--- config.mk ---
export PLATFORM = sky130hd
export DESIGN_NAME = qrm_sat
export DESIGN_NICKNAME = d
export VERILOG_FILES = /design/src/rtl/quaternion_to_rotation_matrix_core_assert.svh /design/src/rtl/qrm_pkg.sv /design/src/rtl/qrm_sat.sv
export SDC_FILE = /design/constraint.sdc
export NUM_CORES = 1
export LEC_CHECK = 0
export BUFFER_PORTS_ARGS = -buffer_cell sky130_fd_sc_hd__buf_4
export CAP_MARGIN = 15
export CORE_AREA = 2 2 175 177
export DETAILED_ROUTE_END_ITERATION = 6
export DIE_AREA = 0 0 177 179
export GPL_ROUTABILITY_DRIVEN = 0
export SYNTH_ARGS = -nofsm -noshare
export SYNTH_HDL_FRONTEND = slang
export SYNTH_SLANG_ARGS = --single-unit
--- constraint.sdc ---
create_clock -name i_clk -period 5.94 [get_ports i_clk]
set_clock_uncertainty 0.05 [all_clocks]
set_input_delay 1.485 -clock i_clk [delete_from_list [all_inputs] [get_ports i_clk]]
set_output_delay 1.485 -clock i_clk [all_outputs]
set_load 0.02 [all_outputs]
--- src/rtl/quaternion_to_rotation_matrix_core_assert.svh ---
// Assertion macros used by the quaternion to rotation matrix core.
`ifndef QUATERNION_TO_ROTATION_MATRIX_CORE_ASSERT_SVH
`define QUATERNION_TO_ROTATION_MATRIX_CORE_ASSERT_SVH

// Same-cycle implication, checked out of reset.
`define QRM_ASSERT_NOW(label, ante, cons, msg) \
    label: assert property (@(posedge i_clk) disable iff (!i_rst_n) (ante) |-> (cons)) \
        else $error(msg);

// Next-cycle implication, checked out of reset.
`define QRM_ASSERT_NEXT(label, ante, cons, msg) \
    label: assert property (@(posedge i_clk) disable iff (!i_rst_n) (ante) |=> (cons)) \
        else $error(msg);

`endif

--- src/rtl/qrm_pkg.sv ---
// Types, constants and rounding helper for the quaternion to rotation matrix pipeline.
`default_nettype none
package qrm_pkg;

    // Q1.15 sample, exact Q2.30 product, and product sum with one guard bit
    typedef logic signed [15:0] t_q15;
    typedef logic signed [31:0] t_prod;
    typedef logic signed [32:0] t_sum;
    typedef logic signed [33:0] t_bias;
    typedef logic signed [19:0] t_rnd;

    localparam int FRAC_DROP = 14;
    localparam t_sum ONE_Q29 = t_sum'(64'sd1 <<< 29);
    localparam t_bias ROUND_HALF = t_bias'(64'sd1 <<< (FRAC_DROP - 1));
    localparam t_rnd Q15_MAX = t_rnd'(32767);
    localparam t_rnd Q15_MIN = t_rnd'(-32768);

    // products needed by the matrix (ww is not used)
    typedef struct packed {
        t_prod xx;
        t_prod xy;
        t_prod xz;
        t_prod xw;
        t_prod yy;
        t_prod yz;
        t_prod yw;
        t_prod zz;
        t_prod zw;
    } t_prods;

    // matrix entries before rounding, units of 2^-29, row-major
    typedef struct packed {
        t_sum m00;
        t_sum m01;
        t_sum m02;
        t_sum m10;
        t_sum m11;
        t_sum m12;
        t_sum m20;
        t_sum m21;
        t_sum m22;
    } t_sums;

    // round half up to Q1.15, then saturate
    function automatic t_q15 round_sat(input t_sum num);
        t_bias biased;
        t_rnd  shifted;
        t_q15  res;
        biased  = t_bias'(num) + ROUND_HALF;
        shifted = t_rnd'(biased >>> FRAC_DROP);
        if (shifted > Q15_MAX) begin
            res = t_q15'(Q15_MAX);
        end else if (shifted < Q15_MIN) begin
            res = t_q15'(Q15_MIN);
        end else begin
            res = shifted[15:0];
        end
        return res;
    endfunction

endpackage
`default_nettype wire

--- src/rtl/qrm_sat.sv ---
// Stage 3: rounding to Q1.15 with saturation into the output register.
`default_nettype none
module qrm_sat (
    input  wire logic            i_clk,
    input  wire logic            i_rst_n,
    input  wire logic            i_en,
    input  wire logic            i_valid,
    input  wire qrm_pkg::t_sums  i_sums,
    output logic                 o_valid,
    output qrm_pkg::t_q15        o_r00,
    output qrm_pkg::t_q15        o_r01,
    output qrm_pkg::t_q15        o_r02,
    output qrm_pkg::t_q15        o_r10,
    output qrm_pkg::t_q15        o_r11,
    output qrm_pkg::t_q15        o_r12,
    output qrm_pkg::t_q15        o_r20,
    output qrm_pkg::t_q15        o_r21,
    output qrm_pkg::t_q15        o_r22
);
    import qrm_pkg::*;

    logic r_valid;
    t_q15 r_r00, r_r01, r_r02, r_r10, r_r11, r_r12, r_r20, r_r21, r_r22;

    // output register, loads rounded entries
    always_ff @(posedge i_clk) begin
        if (!i_rst_n) begin
            r_valid <= 1'b0;
        end else if (i_en) begin
            r_valid <= i_valid;
        end
        if (i_en && i_valid) begin
            r_r00 <= round_sat(i_sums.m00);
            r_r01 <= round_sat(i_sums.m01);
            r_r02 <= round_sat(i_sums.m02);
            r_r10 <= round_sat(i_sums.m10);
            r_r11 <= round_sat(i_sums.m11);
            r_r12 <= round_sat(i_sums.m12);
            r_r20 <= round_sat(i_sums.m20);
            r_r21 <= round_sat(i_sums.m21);
            r_r22 <= round_sat(i_sums.m22);
        end
    end

    assign o_valid = r_valid;
    assign o_r00   = r_r00;
    assign o_r01   = r_r01;
    assign o_r02   = r_r02;
    assign o_r10   = r_r10;
    assign o_r11   = r_r11;
    assign o_r12   = r_r12;
    assign o_r20   = r_r20;
    assign o_r21   = r_r21;
    assign o_r22   = r_r22;

endmodule
`default_nettype wire

==> run_results.csv <==
group,metric,value,unit
clock_tree,clock-sinks,145,
global_route,track_usage,0.157,
critical_path,path_max_fanout,15,
floorplan,io_pins,446,
timing,rsz0062_at_grt,"false",
cells_and_area,seq_area,4340,µm²
critical_path,cp-startpoint,"i_sums[112]",
clock_tree,cts_tree,"yes",
critical_path,endpoint_kind,"flip-flop",
synth,yosys.area.top_type_share,0.496,
routing,via_count,7771,
global_route,grt_max_degree,84,
pwr,cellLeakagePower,4.60,nW
timing,tns,0,ps
clock_tree,clk_latency,420,ps
routing,wl,26.1,mm
critical_path,reg2reg_depth,2,
run,drv_cap,0,
cells_and_area,num-nets-final,1498,
pwr,power_density,247,nW/µm²
routing,drtIter0Drc,349,
placed_design,hpwl,20.4,mm
critical_path,critPathKind,"primary input to flip-flop",
timing,maxSlewViolCount,0,
floorplan,fp.dieH,179,µm
synth,synth.area.top_cells,"edfxtp_1 50%, xor2_1 6.9%, o21ai_0 6.6%, xnor2_1 5.8%, nand3_1 3.8%",
floorplan,die_w,177,µm
synth,yosysWarnings,0,
critical_path,cp-endpoint,"o_r12[2]",
timing,timing.slew.headroom,0.280,
synth,synth_commonest_cells,"144 x edfxtp_1, 115 x o21ai_0, 70 x nand2_1, 69 x xor2_1, 67 x nand3_1",
synth,ys_ff_latch,145,
timing,holdWs,542,ps
timing,finalCritPeriodShare,0.652,
synth,yosysMostFrequentCell,"edfxtp_1",
timing,hold_violations,0,
critical_path,cp-start-kind,"primary input",
clock_tree,cts_hold_buf,0,
clock_tree,post_cts_buffers,0,
clock_tree,root_buffer,"clkbuf_16",
cells_and_area,drive_gt1_frac,0.319,
global_route,grt_pass1_wl,38.4,mm
synth,yosys.area.top_type,"edfxtp_1",
global_route,antenna_found_initial,0,
synth,ys.flop_type,"edfxtp_1",
critical_path,required,6010,ps
global_route,grt_pass1_vias,7277,
synth,synthCells,861,
critical_path,rrSetupSlack,5200,ps
timing,period_needed,3870,ps
cells_and_area,multiInputGateArea,4170,µm²
routing,drtPass1Iterations,5,
clock_tree,clk_pin_slew,60,ps
clock_tree,cts-resized-gates,0,
synth,synth_edf_count,144,
cells_and_area,area_growth,40.5,%
critical_path,arrival,3940,ps
cells_and_area,n_antenna_cell,0,
routing,drc,0,
cells_and_area,n_fill_cell,2931,
synth,synth_area,8720,µm²
timing,tightest_slew,1070,ps
critical_path,r2r-start,"o_valid",
floorplan,coreArea,30000,µm²
placed_design,io_buffers,328,
synth,synth_seq_area_share,0.498,
pwr,peakVddDrop,158,µV
floorplan,row_count,64,
timing,setup_viol,0,
synth,syn_avg_cell_area,10.1,µm²
clock_tree,cts_made_buffers,17,
floorplan,start_util,0.290,
synth,ys_types,63,
routing,ant_nets,0,
synth,syn_nets,1171,
critical_path,reg2reg_to,"o_valid",
timing,fmax,258,MHz
outcome,status,"finished, final reports clean",
routing,vias_per_cell,4.87,
synth,synthArstFlopShare,0,
routing,wire_per_inst,16.3,µm
clock_tree,cts_max_level,4,
global_route,grt_overflow,0,
clock_tree,clock_tree.buffer_depth,2,
hold_path,hp-class,"flip-flop to flip-flop",
floorplan,dieArea,31700,µm²
==> registers in the layout, indices dropped and copies added (netlist names) <==
name,count
o_r21,16
o_r20,16
o_r10,16
o_valid,1
o_r22,16
o_r11,16
o_r01,16
o_r12,16
o_r00,16
o_r02,16
==> cell families (layout without fill, tap and decap cells) <==
group / Yosys count / count (layout) / share of synthesized area
buf+inv: 51 / 391 / 0.0241
xor+xnor: 127 / 127 / 0.128
simple gates: 320 / 320 / 0.187
fa+ha+maj: 9 / 9 / 0.0129
mux: 3 / 3 / 0.00373
compound gates: 206 / 206 / 0.147
flops: 145 / 145 / 0.498
==> power breakdown <==
part	internal, mW	switching (mW)
sequential	1.22	0.0230
clock	0.756	0.446
combinational	0.251	0.327
total	2.23	0.796
==> cell type report <==
cell class / count / area share
Clock buffer: 21 / 0.0368
Sequential cell: 145 / 0.355
Timing Repair Buffer: 332 / 0.204
Tap cell: 396 / 0.0404
Multi-Input combinational cell: 665 / 0.340
Clock inverter: 11 / 0.0153
Inverter: 27 / 0.00827
==> worst min path at each step <==
stage                     startpoint       to  slack [ps]  cells past startpoint
final                        o_valid  o_valid         540                      2
after global routing         o_valid  o_valid         580                      2
after CTS                    o_valid  o_valid         550                      2
after detailed placement     o_valid  o_valid         520                      2
after global placement       o_valid  o_valid         510                      2
after floorplan              o_valid  o_valid         640                      2
==> critical path: stages <==
cell,delay [ps]
buf_4,90
ha_1,180
and4_1,260
or4b_1,570
or2_1,280
a311o_1,360
a21oi_4,510
o21ai_0,190
==> cell usage in the layout, fill, tap and decap left out, types with 24 or more instances in the layout <==
cell,instances
xor2_1,69
edfxtp_1,144
inv_1,27
nor2_1,62
o21ai_0,115
xnor2_1,58
buf_4,331
nand2_1,70
nand3_1,67
nand4_1,24
==> through the flow <==
step | setup slack, ps | instances | utilization | total power [mW] | instance area [µm²]
3_5_place_dp | 1620 | 1565 | 0.387 | 1.85 | 11600
2_1_floorplan | 579 | 861 | - | 1.54 | 8720
6_report | 2070 | 1597 | 0.408 | 3.02 | 12300
4_1_cts | 2080 | 1597 | 0.408 | 3.05 | 12300
3_3_place_gp | 1650 | 1565 | 0.387 | 1.84 | 11600
5_1_grt | 1860 | 1597 | 0.408 | 3.14 | 12300
==> metal layers <==
metal	vias up	GRT usage	wire length, µm
met4	0	0.0696	700
met2	253	0.258	12400
met1	3610	0.191	10900
met5	-	0	0
met3	35	0.0460	1990
li1	3873	-	-
Power figures use the tool's default switching activity.
