$ cat src/rtl/quaternion_to_rotation_matrix_core_assert.svh
// Assertion macros used by the quaternion to rotation matrix core.
`ifndef QUATERNION_TO_ROTATION_MATRIX_CORE_ASSERT_SVH
`define QUATERNION_TO_ROTATION_MATRIX_CORE_ASSERT_SVH

// Same-cycle implication, checked out of reset.
`define QRM_ASSERT_NOW(label, ante, cons, msg) \
    label: assert property (@(posedge i_clk) disable iff (!i_rst_n) (ante) |-> (cons)) \
        else $error(msg);

// Next-cycle implication, checked out of reset.
`define QRM_ASSERT_NEXT(label, ante, cons, msg) \
    label: assert property (@(posedge i_clk) disable iff (!i_rst_n) (ante) |=> (cons)) \
        else $error(msg);

`endif

$ cat src/rtl/qrm_pkg.sv
// Types, constants and rounding helper for the quaternion to rotation matrix pipeline.
`default_nettype none
package qrm_pkg;

    // Q1.15 sample, exact Q2.30 product, and product sum with one guard bit
    typedef logic signed [15:0] t_q15;
    typedef logic signed [31:0] t_prod;
    typedef logic signed [32:0] t_sum;
    typedef logic signed [33:0] t_bias;
    typedef logic signed [19:0] t_rnd;

    localparam int FRAC_DROP = 14;
    localparam t_sum ONE_Q29 = t_sum'(64'sd1 <<< 29);
    localparam t_bias ROUND_HALF = t_bias'(64'sd1 <<< (FRAC_DROP - 1));
    localparam t_rnd Q15_MAX = t_rnd'(32767);
    localparam t_rnd Q15_MIN = t_rnd'(-32768);

    // products needed by the matrix (ww is not used)
    typedef struct packed {
        t_prod xx;
        t_prod xy;
        t_prod xz;
        t_prod xw;
        t_prod yy;
        t_prod yz;
        t_prod yw;
        t_prod zz;
        t_prod zw;
    } t_prods;

    // matrix entries before rounding, units of 2^-29, row-major
    typedef struct packed {
        t_sum m00;
        t_sum m01;
        t_sum m02;
        t_sum m10;
        t_sum m11;
        t_sum m12;
        t_sum m20;
        t_sum m21;
        t_sum m22;
    } t_sums;

    // round half up to Q1.15, then saturate
    function automatic t_q15 round_sat(input t_sum num);
        t_bias biased;
        t_rnd  shifted;
        t_q15  res;
        biased  = t_bias'(num) + ROUND_HALF;
        shifted = t_rnd'(biased >>> FRAC_DROP);
        if (shifted > Q15_MAX) begin
            res = t_q15'(Q15_MAX);
        end else if (shifted < Q15_MIN) begin
            res = t_q15'(Q15_MIN);
        end else begin
            res = shifted[15:0];
        end
        return res;
    endfunction

endpackage
`default_nettype wire

$ cat src/rtl/qrm_comb.sv
// Stage 2: sums and differences of products forming the nine matrix entries.
`default_nettype none
module qrm_comb (
    input  wire logic            i_clk,
    input  wire logic            i_rst_n,
    input  wire logic            i_en,
    input  wire logic            i_valid,
    input  wire qrm_pkg::t_prods i_prods,
    output logic                 o_valid,
    output qrm_pkg::t_sums       o_sums
);
    import qrm_pkg::*;

    logic  r_valid;
    t_sums r_sums;
    t_sums n_sums;

    // 2*product in Q2.30 is the product in units of 2^-29; 33 bits never overflow
    always_comb begin
        n_sums.m00 = ONE_Q29 - (t_sum'(i_prods.yy) + t_sum'(i_prods.zz));
        n_sums.m01 = t_sum'(i_prods.xy) - t_sum'(i_prods.zw);
        n_sums.m02 = t_sum'(i_prods.xz) + t_sum'(i_prods.yw);
        n_sums.m10 = t_sum'(i_prods.xy) + t_sum'(i_prods.zw);
        n_sums.m11 = ONE_Q29 - (t_sum'(i_prods.xx) + t_sum'(i_prods.zz));
        n_sums.m12 = t_sum'(i_prods.yz) - t_sum'(i_prods.xw);
        n_sums.m20 = t_sum'(i_prods.xz) - t_sum'(i_prods.yw);
        n_sums.m21 = t_sum'(i_prods.yz) + t_sum'(i_prods.xw);
        n_sums.m22 = ONE_Q29 - (t_sum'(i_prods.xx) + t_sum'(i_prods.yy));
    end

    // stage register
    always_ff @(posedge i_clk) begin
        if (!i_rst_n) begin
            r_valid <= 1'b0;
        end else if (i_en) begin
            r_valid <= i_valid;
        end
        if (i_en && i_valid) begin
            r_sums <= n_sums;
        end
    end

    assign o_valid = r_valid;
    assign o_sums  = r_sums;

endmodule
`default_nettype wire

$ cat config.mk
export PLATFORM = sky130hd
export DESIGN_NAME = qrm_comb
export DESIGN_NICKNAME = d
export VERILOG_FILES = /design/src/rtl/quaternion_to_rotation_matrix_core_assert.svh /design/src/rtl/qrm_pkg.sv /design/src/rtl/qrm_comb.sv
export SDC_FILE = /design/constraint.sdc
export NUM_CORES = 1
export LEC_CHECK = 0
export ABC_AREA = 1
export BUFFER_PORTS_ARGS = -buffer_cell sky130_fd_sc_hd__buf_2
export CORE_ASPECT_RATIO = 0.9
export CORE_MARGIN = 2
export CORE_UTILIZATION = 52
export CTS_BUF_LIST = sky130_fd_sc_hd__clkbuf_4
export DETAILED_ROUTE_END_ITERATION = 16
export MAX_ROUTING_LAYER = met4
export PLACE_DENSITY_LB_ADDON = 0.05
export SKIP_CTS_REPAIR_TIMING = 1
export SYNTH_ARGS = -nofsm -noshare
export SYNTH_HDL_FRONTEND = slang
export SYNTH_SLANG_ARGS = --single-unit
$ cat constraint.sdc
create_clock -name i_clk -period 18.15 [get_ports i_clk]
set_input_delay 5.445 -clock i_clk [delete_from_list [all_inputs] [get_ports i_clk]]
set_output_delay 5.445 -clock i_clk [all_outputs]
set_load 0.005 [all_outputs]
==> reports/summary.md, run 1 <==
Clock-pin slew was measured on the worst setup and hold paths at 0.06 ns. In this run the biggest area consumer among cell types represents 26.8% of the synthesized area. Input and output buffers added on the ports amount to 589. The final route contains 32100 vias.

The final critical path takes up 41.5% of the cycle. In this design, the stage delay of the slowest critical-path cell is 0.91 ns. The tools report the total core area as 62600 um2.

In this design, the critical path's most frequently occurring cell is buf_4. Number of buffers between clock root and the deepest sink: 3. The worst setup path is launched from an input port. After detailed routing, the average wire length per cell comes to 16.6 um.

In this run the tightest slew margin relative to its limit is 32.5%. By area the synthesized netlist is led by edfxtp_1 27%, nand2_1 21%, ha_1 14%. The number of placement rows came out at 87. The share of the yosys chip area belonging to registers was 26.9%. CTS built an H-tree with a depth of 3.

The number of antenna violations at the first check in global routing was 10. TritonCTS built the clock tree. The floorplan step set the die width to 269 um.

The tool flagged a number of max-cap violations equal to 0. The synthesized design spends more area on one cell type than any other, namely edfxtp_1. The via count of the first global-routing pass was 30600; the critical path data required time was 18.59 ns.

The total count of max-transition violations in the final report was 0; the residual overflow from global routing was 0. The worst hold path class is flip-flop to flip-flop. The run gives 10.62 ns as the smallest setup slack after layout. The origin of the worst min-delay path was o_valid.

The final net count was 6300; the HPWL after detailed placement was 93300 um. The worst-case IR drop observed on VDD is 0.0000605 V. Once the floorplan was initialized, standard cells occupied 52.6% of the core.

For the total negative slack for setup checks, the log shows 0 ns. Routability-driven placement finished with a final weighted congestion of 1.02. For the total non-filler cell area in the finished layout, the log shows 37200 um2. For the total global-route track usage, the log shows 33.7%.

The worst hold path passes through 2 cells. The leading register cell type out of synthesis is edfxtp_1. For this run, asynchronously set or reset flops after synthesis account for 0%. Share of post-route cells with drive strength above 1: 15.9%. The endpoint identified for the worst register-to-register timing path is o_valid. The total placed instance area came out at 36100 um2. The final design utilization was 59.5%. The clock arrives with 0 ns of skew. The dominant combinational cell family by area after synthesis is simple AND/OR/NAND/NOR gates. By count the netlist is led by 1845 x nand2_1, 1123 x inv_1, 383 x nor2_1, 381 x ha_1, 294 x edfxtp_1. The post-detailed-route count of antenna-violating nets came out at 0.

The routed design could run at a clock period as short as 7.53 ns. Summing the areas of all compound-gate instances in the mapped netlist gives 4.52% of the synthesized area. Of the total synthesized cell area, the portion taken by AND, OR, NAND and NOR gates is 34.1%.

The clock reaches the later pin of the worst-skew pair after 0.85 ns. The startpoint of the lowest-slack register-to-register path was o_valid. Walking the worst path, the cells encountered are buf_2, nand2_1, inv_8, buf_4, buf_4. In this run the mean area of a mapped cell was 6.55 um2. The class of the most critical setup path is input port to flip-flop.

After Yosys synthesis, XOR and XNOR cells account for 3.80% of the synthesized area. The slowest stage of the critical path is the buf_4 cell. The run gives 590 as the I/O pin total. The first-pass GRT wire length was 166000 um. The flow ran to the end, and the final reports show no timing, DRC or antenna violations. The worst setup slack after placement was 9.79 ns. After detailed routing, the number of remaining DRC violations is 0. The number of hold violations in the final report is 0, and the count of flip-flops with a built-in enable after synthesis is 294. Relative to the synthesized area, the layout overhead comes to 13.0%. The peak fanout along the critical path works out to 74. Clock tree root buffer cell: clkbuf_4. The number of nets handed over by synthesis was 5711. For the worst setup path, the data arrival time is 7.97 ns.

The leakage component of the power came out at 22.2 nW. Excluding fillers, the count of instances in the completed layout stands at 6537. The synthesized netlist cell count was 5029; the path depth of the worst reg2reg path was 2.

The number of buffers inserted during clock tree synthesis is 84, and the reg-to-reg setup timing slack is 17.57 ns. The floorplan step defined a die boundary enclosing 65300 um2. Once placement completed, the tool counted placed cells totaling 6377.

The routed design has 109000 um of wire. Entering global routing, the biggest net connects 77 pins. From bottom edge to top edge, the die measures 243 um. Final-report setup violation count: 0. Setup repair after global routing left no endpoint under its margin. The tools report the number of clock sinks as 295. Power spread over the standard cell area amounts to 68.4 nW/um2. The detailed router finished its first iteration with 2461 violations. Among all cell types in the netlist, the one instantiated most often is nand2_1. Of the post-synthesis cell area, the part taken by muxes is 0%. The worst setup path is captured at a flip-flop.

For the number of warnings reported in the yosys synthesis log, the log shows 0. Static timing analysis puts the maximum clock frequency at 0.133 GHz. The pre-antenna-repair detailed-routing pass consisted of 8 iterations. The worst hold path terminates at o_valid.

The register bit count reported by yosys was 295. Synthesis instantiated 37 different standard cells from the library. Dividing the detail-routed via count by the number of cells gives 4.91. The cell area that synthesis handed to floorplanning was 32900 um2.

At the pin with the least slew margin, the transition time is 1.01 ns. Of the total synthesized cell area, the portion taken by full adders, half adders and majority gates is 15.0%.
report_power, final:
part,internal [mW],total (mW),switching (mW)
combinational,0.333,0.990,0.657
clock,0.333,0.655,0.321
sequential,0.866,0.900,0.0333
stage by stage:
step,hold slack [ns],power (mW)
global route,0.534,2.71
finish,0.474,2.54
CTS,0.483,2.55
global placement,0.457,1.88
detailed placement,0.473,1.89
floorplan,0.464,1.56
worst max-delay path, delay by kind of cell:
kind / cells / cell delay, ns
AND/OR/NAND/NOR: 1 / 0.13
buffers and inverters: 4 / 2.24
routing by layer:
metal  GRT usage (%)  share of wire [%]
met3            6.28                7.7
met2            52.8                 44
met4            12.2                3.7
met5               -                  0
met1            43.4                 44
logic make-up (layout without fill, tap and decap cells):
logic type | Yosys count | after routing
AND/OR/NAND/NOR | 2697 | 2697
other | 0 | 11
flip-flops | 295 | 295
adder cells (fa/ha/maj) | 390 | 390
XOR/XNOR | 143 | 143
buffers and inverters | 1235 | 1887
AO/OA/AOI/OAI | 269 | 269
final cells by class:
type                       instances  area [um2]
fill                            6346       25400
multi-input combinational       3499       18900
sequential                       295        8850
inverter                        1146        4310
timing repair buffer             592        2970
tap                              845        1060
clock buffer                     120         901
clock inverter                    29         184
antenna                           11        27.5
flip-flops by register name, summed over array words and instances (netlist names):
name / count
o_valid: 1
o_sums: 294
layout by cell type, fill, tap and decap left out, types with 2 or more instances in the layout:
cell and n:
nand2_1 1845, inv_1 1122, buf_2 589, nor2_1 383
ha_1 381, edfxtp_1 294, nand3_1 230, a21oi_1 187
xor2_1 132, clkbuf_4 120, nor2_2 50, nand4_1 42
o21bai_1 40, nand2_2 39, nor3_1 26, o21ai_0 25
inv_2 24, nor3_2 22, nand3_2 22, clkinv_1 17
and2_1 15, diode_2 11, xnor2_1 11, nor2_4 9
fa_1 9, nand3b_1 5, a21o_1 5, a21oi_2 5
clkinv_2 5, o21ai_1 4, nand2_4 4, clkinvlp_4 3
buf_4 3, or2_0 2, o21ai_2 2, bufinv_16 2
worst max path at each step:
stage / from / to / slack [ns] / depth (start not counted)
detailed placement: i_en / o_sums[255] / 9.79 / 5
CTS: i_en / o_sums[145] / 10.68 / 5
global placement: i_en / o_sums[189] / 9.81 / 5
finish: i_en / o_sums[145] / 10.62 / 5
floorplan: i_en / o_sums[0] / 6.35 / 2
global route: i_en / o_sums[145] / 10.46 / 5
Power figures use the tool's default switching activity.
==> run 2: changes to the inputs <==
==> constraint.sdc (replaced) <==
create_clock -name i_clk -period 6.41 [get_ports i_clk]
set_input_delay 1.923 -clock i_clk [delete_from_list [all_inputs] [get_ports i_clk]]
set_output_delay 1.923 -clock i_clk [all_outputs]
set_load 0.005 [all_outputs]
==> run 2 against run 1 <==
Power grew to 2.9 times the previous value. Routed wire length is 2.0% higher. Clock skew stayed put. Critical path depth is 4 lower. Worst setup slack worse by 7.7 ns. Design area is 0.31% higher. Register-to-register slack worse by 12 ns. Die area stayed put. Highest routed layer unchanged. Worst hold slack better by 0.0026 ns. Clock-buffer cell count is 1 lower. Global-route usage is 0.48 points higher. Final cell count hardly changed.
==> reports/summary.md, run 2 (synthesis gave the netlist of run 1 again) <==
The run gives 111000 um as the wire length reported by the detailed router. The shortest period the worst path allows came out at 3.47 ns. The run gives 97 as the largest net degree at the start of global routing.

The register cell area after layout was 8850 um2. The worst hold path class is flip-flop to flip-flop. The depth of the critical timing path with buffers and inverters included is 1. Hold-critical path endpoint: o_valid.

The register with the most flip-flops in the layout has 294 of them. Clock-pin slew was measured on the worst setup and hold paths at 0.07 ns. Total buffers and inverters traversed by the critical path: 1. The most common library cell in the layout ignoring fill and taps is nand2_1. Origin of the worst min-delay path: o_valid.

The post-detailed-route count of antenna-violating nets came out at 0. The kind of cell with the highest combined delay on the critical path is flip-flops. The initial standard-cell utilization of the core was 52.6%. The largest single stage delay on the critical path is 0.49 ns.

In the layout the commonest cells are 1844 x nand2_1, 1122 x inv_1, 589 x buf_2. The first-pass GRT wire length is 168000 um, and the die boundary width is 269 um. The highest achievable clock rate is 0.289 GHz, and the port buffer count is 589.

The cell sitting at the root of the clock tree is a clkbuf_4. The run gives 4 as the number of antenna violations at the first check in global routing. In the final routed layout, each cell accounts on average for 17.0 um. Compared with the post-synthesis result, the final layout area differs by 13.4%.

Reported max-cap violation count: 0. STA puts the critical path data required time at 4.49 ns. Adding up every negative setup slack in the final design gives 0 ns. Summing all multi-input logic gate instances after layout gives 18900 um2.

The tools report the via count of the first global-routing pass as 30200. The setup path with the least slack is of type flip-flop to primary output. The CTS H-tree depth is 3, and the vertical extent of the die is 243 um. For the total core area, the log shows 62600 um2. Setup repair after global routing left no endpoint under its margin. In this run the count of I/O pins placed on the die edge is 590.

The finished cells cover 37300 um2. At the pin with the least slew margin, the transition time is 0.765 ns. The power density of the placed cells came out at 195 nW/um2. In the finished design, the share of the clock period the worst path needs comes to 54.1%. The final design utilization is 59.6%, and the worst-case vdd ir drop is 0.000162 V.

Measured against its own limit, the worst slew margin works out to 48.9%. The worst setup path is captured at a primary output. Detailed placement finished with a half-perimeter wire length of 95300 um. The run gives 65300 um2 as the area of the die. The fill cell total of the finished layout was 6302; the final estimated routing congestion in global placement was 1.04. TritonCTS built the clock tree. Average via count per standard cell: 4.93. The hold path depth was 2.

Counting cells, the worst reg-to-reg path comes to 2. The floorplan has 87 rows. The run gives 0 as the final-report setup violation count. The setup check on the worst reg-to-reg path leaves a slack of 5.83 ns.

Capturing point of the worst reg2reg path: o_valid. The vias after detailed routing was 32200; the DRC violation total after the first TritonRoute iteration was 2273. For this design the static power due to leakage is 22.2 nW.

The number of buffers inserted during clock tree synthesis is 86, and the total global-route track usage is 34.2%. The slowest stage of the critical path is the edfxtp_1 cell. The total count of max-transition violations in the final report was 0. The worst setup path is launched from a flip-flop. The run gives 6306 as the final net count. Counting along the longest clock path gives a buffer depth of 3. The share of post-route cells with drive strength above 1 is 15.9%, and the number of clock sinks is 295.

The flow ran to the end, and the final reports show no timing, DRC or antenna violations. The tools report the startpoint of the lowest-slack register-to-register path as o_valid. Before antenna repair, the detailed router went through 6 iterations.

For the worst setup path, the data arrival time is 1.54 ns. At the later pin of the worst-skew pair, clock insertion delay measures 0.88 ns. The tools report the number of hold violations in the final report as 0.

The logs give 0 for the post-route DRC violation count and 0 for the residual overflow from global routing. Traced cell by cell, the critical path runs through buf_2. The run gives 36200 um2 as the total placed instance area. Between clock sinks in the finished design, the worst skew comes to 0 ns. Peak fanout along the critical path: 1.
## run 2: cell types whose count changed in the layout (fill, tap and decap cells not counted)
cell / delta
nand2_1: -1
nand2_8: +1
buf_12: +5
clkinv_4: -1
inv_8: -1
diode_2: -5
inv_2: -1
clkinv_1: +5
buf_4: -1
clkbuf_4: -1
bufinv_16: +1
## run 2: power by group
part,switching [mW],internal (mW)
clock,0.913,0.976
sequential,0.0929,2.45
combinational,1.89,0.955
## run 2: worst min-delay path, stage by stage, from the launching register on
cell and delay, ns:
dfxtp_1 0.31, nand2_1 0.06, a21boi_0 0.06
## run 2: cell type report
class	instances	share of cell area [%]
diodes	6	0.0402
clock buffers	119	2.39
clock inverters	32	0.570
inverters	1146	11.5
multi-input cells	3499	50.7
flip-flops and latches	295	23.7
well taps	845	2.83
repair buffers	596	8.21
## run 2: layer usage
metal | vias to the layer above | global-route usage (%) | wire length [um]
met5 | - | - | 0
met4 | 0 | 11.2 | 3880
met2 | 1118 | 53.6 | 49300
met1 | 14400 | 44.6 | 48900
met3 | 187 | 6.15 | 8800
li1 | 16500 | - | -
## run 2: worst max-delay path by stage
stage                 startpoint          end  slack [ns]
floorplan                   i_en    o_sums[0]       -0.35
global placement    i_prods[129]   o_sums[29]        2.12
detailed placement  i_prods[129]   o_sums[21]        2.13
CTS                  o_sums[157]  o_sums[157]        2.89
global route        i_prods[129]   o_sums[31]        2.88
finish               o_sums[153]  o_sums[153]        2.94
## run 2: metrics by stage
stage	power (mW)	worst slack [ns]	hold WS (ns)	std cells
5_1_grt	7.73	2.88	0.518	6537
2_1_floorplan	4.41	-0.347	0.464	5029
4_1_cts	7.29	2.89	0.476	6532
6_report	7.27	2.94	0.477	6538
3_5_place_dp	5.37	2.13	0.465	6381
3_3_place_gp	5.36	2.12	0.460	6381
==> run 3: changes to the inputs <==
==> constraint.sdc (replaced) <==
create_clock -name i_clk -period 3.1 [get_ports i_clk]
set_input_delay 0.93 -clock i_clk [delete_from_list [all_inputs] [get_ports i_clk]]
set_output_delay 0.93 -clock i_clk [all_outputs]
set_load 0.005 [all_outputs]
==> run 3 against run 2 <==
Die area is the same. Highest routed layer unchanged. Sequential share of layout area shrank 0.43 points. Critical path depth is the same. Clock skew is the same. Via count grew 1.7%. Design area grew 1.8%. Critical path type unchanged. Worst hold slack lost 0.17 ns. Clock power grew 110%. First-iteration DRC count grew 13%. Global-route usage grew 0.20 points. Largest cell class unchanged.
==> reports/summary.md, run 3 (synthesis gave the netlist of run 1 again) <==
The logs give 30700 for the via count of the first global-routing pass and 87 for the number of placement rows. In this run the cell area measured after placement is 36900 um2. The critical path goes through buf_2.

The worst hold path class is input port to flip-flop. Area taken by multi-input logic gates: 18900 um2. Kind of cell with the highest combined delay on the critical path: flip-flops.

The total buffers and inverters traversed by the critical path was 1; the number of flip-flops under the largest register name was 294. The number of buffers inserted during clock tree synthesis was 84. The die is 243 um tall. The worst-case vdd ir drop is 0.000502 V, and the layout overhead on the synthesized area is 15.5%. After detailed routing, the total wire length is 111000 um. The total count of max-transition violations in the final report is 0, and the post-route DRC violation count is 0. Entering global routing, the biggest net connects 64 pins. The reported max-cap violation count was 0; the total global-route track usage was 34.4%.

The depth of the critical timing path with buffers and inverters included was 1. The tools report the maximum clock skew at final layout as 0 ns. The final critical-path share of the clock period is 80.3%. The iteration count of the initial detailed-routing pass came out at 6. The peak fanout along the critical path is 1. Counting instances, the worst hold path has a depth of 2. Register cell area after layout: 8850 um2.

On the critical path, the stage with the largest delay is an instance of edfxtp_1. Buffers placed on the I/O ports in this run total 589. For this design the ratio of total power to cell area is 403 nW/um2. The DRC violation total after the first TritonRoute iteration is 2563, and the number of antenna violations at the first check in global routing is 4. The run gives 0.401 GHz as the highest achievable clock rate. The clock tree root buffer cell was clkbuf_4. STA classifies the critical path endpoint as a primary output. The critical path is of the flip-flop to primary output type. STA classifies the critical path startpoint as a flip-flop.

After the last flow step, the layout net total stands at 6396. The tools report the origin of the worst min-delay path as i_rst_n. The worst hold path terminates at o_valid.

The total area inside the core boundary comes to 62600 um2. The largest single stage delay on the critical path is 0.51 ns. The die is 269 um wide. For the final-report setup violation count, the log shows 0. Shortest period the worst path allows: 2.49 ns. The I/O pin total was 590. Counting cells, the worst reg-to-reg path comes to 2. Startpoint of the lowest-slack register-to-register path: o_valid.

At the worst endpoint, the arrival time is 1.56 ns. The tree built by TritonCTS fans out to 295 sinks. For the worst-skew pair, the clock arrives at the later sink with an insertion delay of 0.88 ns. The worst hold margin is 0.302 ns, and the initial standard-cell utilization of the core is 52.6%. Detailed routing inserted a total of 32800 vias.

Setup repair after global routing left no endpoint under its margin. The clock transition at the registers of the reported paths was 0.07 ns. The slew at the pin closest to its max-slew limit works out to 0.519 ns. At the worst endpoint, the required time is 2.17 ns. The library cell used most frequently in the layout, excluding fill and tap cells, is nand2_1. After filler insertion, the fill cell instance count of the layout stands at 6270. The total overflow left after global routing is 0. The total non-filler cell area in the finished layout was 38000 um2. The worst pin sits at a relative slew slack of 65.4%. The first global-routing pass estimated 169000 um of wire.

In the layout the commonest cells are 1844 x nand2_1, 1122 x inv_1, 589 x buf_2. The tools report the number of buffers between clock root and the deepest sink as 3. The final estimated routing congestion in global placement is 1.04. The reg-to-reg setup timing slack is 2.52 ns, and the average via count per standard cell is 4.95. TritonCTS built the clock tree.

The post-detailed-route count of antenna-violating nets is 0, and the per-cell routed wire length is 16.8 um. The leakage component of the power is 22.6 nW, and the area of the die is 65300 um2. The HPWL after detailed placement was 96100 um; the CTS H-tree depth was 3.

Number of hold violations in the final report: 0. The capturing point of the worst reg2reg path was o_valid. The post-route netlist has 17.1% of its cells at a drive strength greater than 1. The flow ran to the end, and the final reports show no timing, DRC or antenna violations.
run 3: cell types whose count changed in the layout (fill, tap and decap cells not counted), moves of 2 or more:
| cell | delta |
|---|---|
| buf_4 | +91 |
| clkbuf_4 | -9 |
| bufinv_16 | +2 |
| clkinvlp_4 | -2 |
| diode_2 | -2 |
run 3: worst max path at each step:
stage	from	endpoint	slack, ns
floorplan	i_en	o_sums[0]	-2.66
CTS	o_sums[12]	o_sums[12]	0.57
global route	o_sums[25]	o_sums[25]	0.57
finish	o_sums[18]	o_sums[18]	0.61
detailed placement	i_prods[129]	o_sums[13]	-0.19
global placement	i_prods[129]	o_sums[13]	-0.18
run 3: cell type report:
type	count	share of cell area, %
sequential	295	23.3
multi-input combinational	3499	49.8
clock buffer	110	2.17
timing repair buffer	688	9.91
tap	845	2.78
antenna	4	0.0263
inverter	1146	11.3
clock inverter	35	0.711
run 3: power breakdown:
part | total [mW] | switching (mW) | internal, mW | leakage (nW)
combinational | 6.11 | 3.97 | 2.14 | 19.3
clock | 3.96 | 1.90 | 2.07 | 0.641
sequential | 5.25 | 0.183 | 5.07 | 2.75
run 3: routing by layer:
layer | part of all wire, % | track usage, %
met1 | 44 | 45.7
met2 | 44 | 53.6
met3 | 7.9 | 5.52
met4 | 3.3 | 10.7
met5 | 0 | -
run 3: through the flow:
| step | setup TNS, ns | cells | power (mW) | util (%) | setup slack (ns) |
|---|---|---|---|---|---|
| global placement | -1.43 | 6473 | 11.3 | 59.0 | -0.178 |
| detailed placement | -1.93 | 6473 | 11.3 | 59.0 | -0.190 |
| global route | 0 | 6620 | 16.3 | 60.7 | 0.569 |
| floorplan | -783.17 | 5029 | 9.11 | - | -2.66 |
| finish | 0 | 6622 | 15.3 | 60.7 | 0.609 |
| CTS | 0 | 6618 | 15.3 | 60.7 | 0.573 |
